### src/rtl/rolling_checksum_tag_search_core_defines.svh
// assertion macros for the rolling checksum tag search core
// expects clk and rst in the scope of each use; no other dependencies
`ifndef ROLLING_CHECKSUM_TAG_SEARCH_CORE_DEFINES_SVH
`define ROLLING_CHECKSUM_TAG_SEARCH_CORE_DEFINES_SVH
`ifndef SYNTHESIS
// condition that must hold at every clock edge outside reset
`define RCTS_ASSERT_HOLD(label, expr) \
  label: assert property (@(posedge clk) disable iff (rst) (expr)) \
    else $error("rcts assertion failed");
// same-cycle implication
`define RCTS_ASSERT_IMP(label, ante, cons) \
  label: assert property (@(posedge clk) disable iff (rst) (ante) |-> (cons)) \
    else $error("rcts assertion failed");
`else
`define RCTS_ASSERT_HOLD(label, expr)
`define RCTS_ASSERT_IMP(label, ante, cons)
`endif
`endif

### src/rtl/rcts_pkg.sv
// shared types and constants for the rolling checksum tag search core
// no dependencies
`default_nettype none
package rcts_pkg;

  localparam int SUM_W      = 16;
  localparam int BYTE_W     = 8;
  localparam int TAG_BITS   = 16;
  localparam int APB_ADDR_W = 3;

  localparam logic [1:0] MODE_CLEAR  = 2'd0;
  localparam logic [1:0] MODE_PREFIX = 2'd1;
  localparam logic [1:0] MODE_ROLL   = 2'd2;
  localparam logic [1:0] MODE_WRITE  = 2'd3;

  // register index taken from paddr above the byte offset
  localparam logic [APB_ADDR_W-3:0] REG_WINDOW_LEN = '0;

  localparam logic [SUM_W-1:0] WINDOW_LEN_RESET = 16'd1024;

  typedef struct packed {
    logic [SUM_W-1:0] a;
    logic [SUM_W-1:0] b;
  } sums_t;

  typedef struct packed {
    logic                rd;
    logic                wr;
    logic [TAG_BITS-1:0] addr;
    logic                wdata;
  } tag_req_t;

endpackage
`default_nettype wire

### src/rtl/rcts_sum_unit.sv
// two running sums with clear, prefix and roll updates
// depends on rcts_pkg
`default_nettype none
module rcts_sum_unit
  import rcts_pkg::*;
(
  input  logic              clk,
  input  logic              rst,
  input  logic              load,
  input  logic [1:0]        mode,
  input  logic [BYTE_W-1:0] new_byte,
  input  logic [BYTE_W-1:0] old_byte,
  input  logic [SUM_W-1:0]  window_len,
  output sums_t             acc
);

  sums_t                     acc_next;
  logic [SUM_W+BYTE_W-1:0]   weight_full;
  logic [SUM_W-1:0]          a_roll;

  assign weight_full = {{BYTE_W{1'b0}}, window_len} * {{SUM_W{1'b0}}, old_byte};
  assign a_roll = acc.a + {{(SUM_W-BYTE_W){1'b0}}, new_byte}
                        - {{(SUM_W-BYTE_W){1'b0}}, old_byte};

  always_comb begin
    acc_next = acc;
    case (mode)
      MODE_CLEAR: begin
        acc_next.a = '0;
        acc_next.b = '0;
      end
      MODE_PREFIX: begin
        acc_next.a = acc.a + {{(SUM_W-BYTE_W){1'b0}}, new_byte};
        acc_next.b = acc.b + acc_next.a;
      end
      MODE_ROLL: begin
        acc_next.a = a_roll;
        acc_next.b = acc.b + a_roll - weight_full[SUM_W-1:0];
      end
      default: begin
        acc_next = acc;
      end
    endcase
  end

  always_ff @(posedge clk) begin
    if (rst) begin
      acc <= '0;
    end else if (load) begin
      acc <= acc_next;
    end
  end

endmodule
`default_nettype wire

### config.mk
export PLATFORM = sky130hd
export DESIGN_NAME = rcts_sum_unit
export DESIGN_NICKNAME = d
export VERILOG_FILES = /design/src/rtl/rolling_checksum_tag_search_core_defines.svh /design/src/rtl/rcts_pkg.sv /design/src/rtl/rcts_sum_unit.sv
export SDC_FILE = /design/constraint.sdc
export NUM_CORES = 1
export LEC_CHECK = 0
export ABC_AREA = 1
export ABC_CLOCK_PERIOD_IN_PS = 16110
export BUFFER_PORTS_ARGS = -buffer_cell sky130_fd_sc_hd__buf_2
export CELL_PAD_IN_SITES_DETAIL_PLACEMENT = 1
export CELL_PAD_IN_SITES_GLOBAL_PLACEMENT = 1
export CORE_MARGIN = 1.5
export CORE_UTILIZATION = 48
export DETAILED_ROUTE_END_ITERATION = 16
export GPL_TIMING_DRIVEN = 0
export PLACE_DENSITY_LB_ADDON = 0.1
export SYNTH_ARGS = -nofsm -noshare
export SYNTH_HDL_FRONTEND = slang
export SYNTH_SLANG_ARGS = --single-unit
### constraint.sdc
create_clock -name clk -period 16.11 [get_ports clk]
set_input_delay 3.222 -clock clk [delete_from_list [all_inputs] [get_ports clk]]
set_output_delay 3.222 -clock clk [all_outputs]
set_load 0.01 [all_outputs]
Word-level counts from Yosys, hierarchy flattened
Cells that the tools add are included. Widths: inputs -> output; s select.

Bits in registers: 32. Output and inout bits: 32. Word-level logic and storage cells: 14.

Add/sub/neg operators: 5. Multiply operators: 1. Equal/unequal tests: 2. Mux-type cells: 1. Reductions and logical operators: 3.

Operators with widths (count): $pmux 32 s3 (1); $add 16x16->16 (2); $add 16x8->16 (1); $mul 16x8->16 (1); $sub 16x16->16 (1); $sub 16x8->16 (1); $reduce_bool 3->1 (1); $eq 2x1->1 const B (1); $eq 2x2->1 const B (1); $logic_not 2->1 (1); $reduce_and 2->1 (1).

Depth between registers and ports, before layout
Word-level depth: 5. Depth in mapped cells: 32.

Least setup slack after synthesis
OpenSTA, ideal clock, no wires.

Path type: input -> register. Start point: input port old_byte[1]. End point: register acc[13] in the netlist's numbering. Library setup time: 0.132 ns. Arrival: 7.654 ns. Data required time: 15.978 ns. Path slack: 8.324 ns. Cell stages on the path: 26. Buffers on the path: 2. Path through: clkbuf_1 > clkbuf_1 > nand2_1 > inv_1 > fa_1 > inv_1 > fa_1 > fa_1 > fa_1 > inv_1 > fa_1 > inv_1 > ha_1 > inv_1 > nor3_1 > nand3_1 > o2111ai_1 > nand2_1 > nand2_1 > a31oi_1 > nor2_1 > nor2_1 > nand2_1 > nand2_1 > nand2_1 > a21oi_1.

Cells in the longest elaborated chain, start to end: 4. Elaborated cells on any way between the ends: 5. Classes of those cells: 3 x add/sub; 1 x mul; 1 x mux.

Ends and longest elaborated chain: start, declared (line rcts_sum_unit.sv:12) `input logic [BYTE_W-1:0] old_byte,`; branches (longest 2 deep; another with $mul 16x8->16); $sub 16x16->16 * (line rcts_sum_unit.sv:38) `acc_next.b = acc.b + a_roll - weight_full[SUM_W-1:0];`; $pmux 32 s3 * (line rcts_sum_unit.sv:27) `case (mode)`; end signal, assigned (line rcts_sum_unit.sv:50) `acc <= acc_next;`; end, declared (line rcts_sum_unit.sv:14) `output sums_t acc`.

Every way passes the cells marked *. A chain may end at the register's enable or synchronous reset.

Worst setup path in the final report
Same ends and word-level chain as after synthesis.

==> metrics.md <==
| Metric | Value |
|---|---|
| IO Pins | 69 |
| Row cnt | 45 |
| Global route overflow | 0 |
| Crit share post-route | 0.539 |
| Longest Clk Path Bufs | 2 |
| Core Box Area | 15100 µm² |
| Final Hold Fails | 0 |
| Share of layout cells above drive strength 1 | 0.0823 |
| ANT cells | 0 |
| Post-synthesis async set-or-reset flop share | 0 |
| Hold path start | acc[21] |
| Largest net degree at the start of global routing | 11 |
| Pwr dens | 200 nW/µm² |
| Clock transition at path regs | 0.05 ns |
| Worst min path class | reg2reg |
| Max capacitance violation total | 0 |
| Total wire length | 23100 µm |
| Registers with the most flip-flops | acc: 32 flops |
| Max reg flops | 32 |
| Area Growth Syn to Fin | 9.02% |
| Leakage power figure | 4.61 nW |
| First-pass DRT Iterations | 4 |
| Synth Register Bits | 32 |
| Initial antenna violation count | 0 |
| GP Congestion | 0.944 |
| Critical Path Start | old_byte[1] |
| Total Nets Final | 1375 |
| Drt drc | 0 |
| Synth Cell Area | 7390 µm² |
| Clock sink total | 32 |
| Worst R2R Start | acc[16] |
| Distinct cells, synth | 42 |
| Avg Inst Size Synth | 6.56 µm² |
| Top_reg_cell synth | dfxtp_1 |
| Die area | 16200 µm² |
| Crit path launch type | primary input |
| Req. time, crit path | 16.25 ns |
| Chip height | 127 µm |
| F_max | 115 MHz |
| Chip width | 127 µm |
| Worst-margin pin slew | 0.752 ns |
| Final setup skew | 0.00650 ns |
| Max-slew violation count | 0 |
| Worst hold stages | 2 |
| Result of the run | finished, final reports clean |
| Root Driver | clkbuf_16 |
| CP dominant cell by count | nand2_1 |
| Bufs and invs on worst path | 6 |
| First-pass GRT wire length | 38000 µm |
| Crit path time final | 8.68 ns |
| CP top delay family | adder cells |
| WHS | 0.482 ns |
| Arrival @ worst endpoint | 8.82 ns |
| Post-DP HPWL | 20000 µm |
| Post CTS Setup Buffer Count | 0 |
| Wire per inst | 16.8 µm |
| Final core occ | 0.532 |
| Slew margin rel. | 0.498 |
| DR vias | 7165 |
| Seq/Total Area, Yosys | 0.0867 |
| Number of synthesized flops with an enable pin | 0 |
| Htree depth | 2 |
| PortBufs | 57 |
| VDD IR max | 118 µV |
| Initial DRC count | 325 |
| Cts hold-fix bufs | 0 |
| RSZ-0062 raised after global routing | no |
| Flip-flop and latch area | 641 µm² |
| Setup CP Type | in2reg |
| Worst path max stage delay | 0.55 ns |
| Number of global-route vias before repair | 7462 |
| Vias per cell | 5.20 |
| Multi-input gate area | 5600 µm² |
| Final ANT Viol Nets | 0 |
| Post-Synthesis Cells | 1126 |
| Worst r2r path cells | 28 |
| GRT Total Usage | 0.302 |
| Synth warn | 0 |
| CP Capture Type | flop |
| Sum Neg Setup Slack | 0 ns |
| CTS tree | yes |
| Critical-path top delay cell | fa_1 |
| Post-Syn Nets | 1311 |
| Final setup viols | 0 |
| Post-cts sizing count | 0 |
| CP max FO | 10 |
| Clk_lat worst skew | 0.28 ns |
| Filler cells | 2090 |
| CP Depth | 26 |
| Top reg by flops | acc |
| Initial Util | 0.488 |
| Num CTS Buffers | 5 |
-- cell usage after synthesis, types with 19 or more instances --
cell	count	area share
nand2_1	331	0.17
inv_1	268	0.14
fa_1	90	0.24
a21oi_1	75	0.051
ha_1	58	0.098
nand3_1	41	0.028
o21ai_0	41	0.028
nor2_1	34	0.017
dfxtp_1	32	0.087
clkbuf_1	27	0.014
xor2_1	19	0.023
-- worst paths after layout --
kind	slack, ns	endpoint
worst max-delay path	7.43	acc[13]
worst min-delay path	0.48	acc[21]
worst max register to register	10.55	acc[15]
worst min register to register	0.48	acc[21]
-- placed cells by master, fill, tap and decap left out, drive strengths merged --
master	Yosys	routed
a21boi	1	1
a21o	4	4
a21oi	77	77
a221oi	1	1
a22o	2	2
a31oi	2	2
a32o	1	1
and2	1	1
buf	7	64
clkbuf	27	35
dfxtp	32	32
fa	90	90
ha	58	58
inv	270	270
nand2	346	346
nand3	49	49
nand3b	3	3
nand4	12	12
nor2	36	36
nor3	13	13
o2111ai	1	1
o21a	2	2
o21ai	43	43
o21bai	1	1
o221ai	1	1
o22ai	12	12
o31ai	1	1
or2	2	2
xnor2	12	12
xor2	19	19
-- area by class of cell --
type / count / area share
sequential: 32 / 0.0795
buffer: 34 / 0.0174
clock buffer: 8 / 0.0182
inverter: 270 / 0.126
multi-input combinational: 790 / 0.695
tap: 188 / 0.0292
timing repair buffer: 57 / 0.0354
-- cells by family (layout without fill, tap and decap cells) --
group,after synthesis,count (layout),share of synthesized area
simple gates,462,462,0.267
fa+ha+maj,148,148,0.342
flops,32,32,0.0867
xor+xnor,31,31,0.0367
compound gates,149,149,0.112
buf+inv,304,369,0.156
-- per-layer routing --
layer  track usage  wire [µm]  vias up
li1              -          -     3551
met3        0.0247        569       31
met5             0          0        -
met4        0.0822        523        0
met1         0.392      10700     3488
met2         0.541      11300       95
-- worst register-to-register path: cells and delay by family (launching register included) --
family,cells,cell delay (ns)
flops,1,0.32
xor+xnor,1,0.36
compound gates,5,1.07
simple gates,13,1.46
buf+inv,4,0.35
fa+ha+maj,5,1.85
-- power breakdown --
part | internal (mW) | switching [mW]
Combinational | 0.518 | 0.893
Sequential | 0.0879 | 0.0147
Clock | 0.0616 | 0.0359
-- per-stage QoR --
stage	cell area [µm²]	cells	setup WS, ns	power [mW]
detailed placement	7910	1371	7.11	1.51
global route	8060	1379	7.11	1.84
finish	8060	1379	7.43	1.61
floorplan	7390	1126	8.32	1.14
CTS	8060	1379	7.39	1.62
global placement	7910	1371	7.27	1.45
Power figures use the tool's default switching activity.
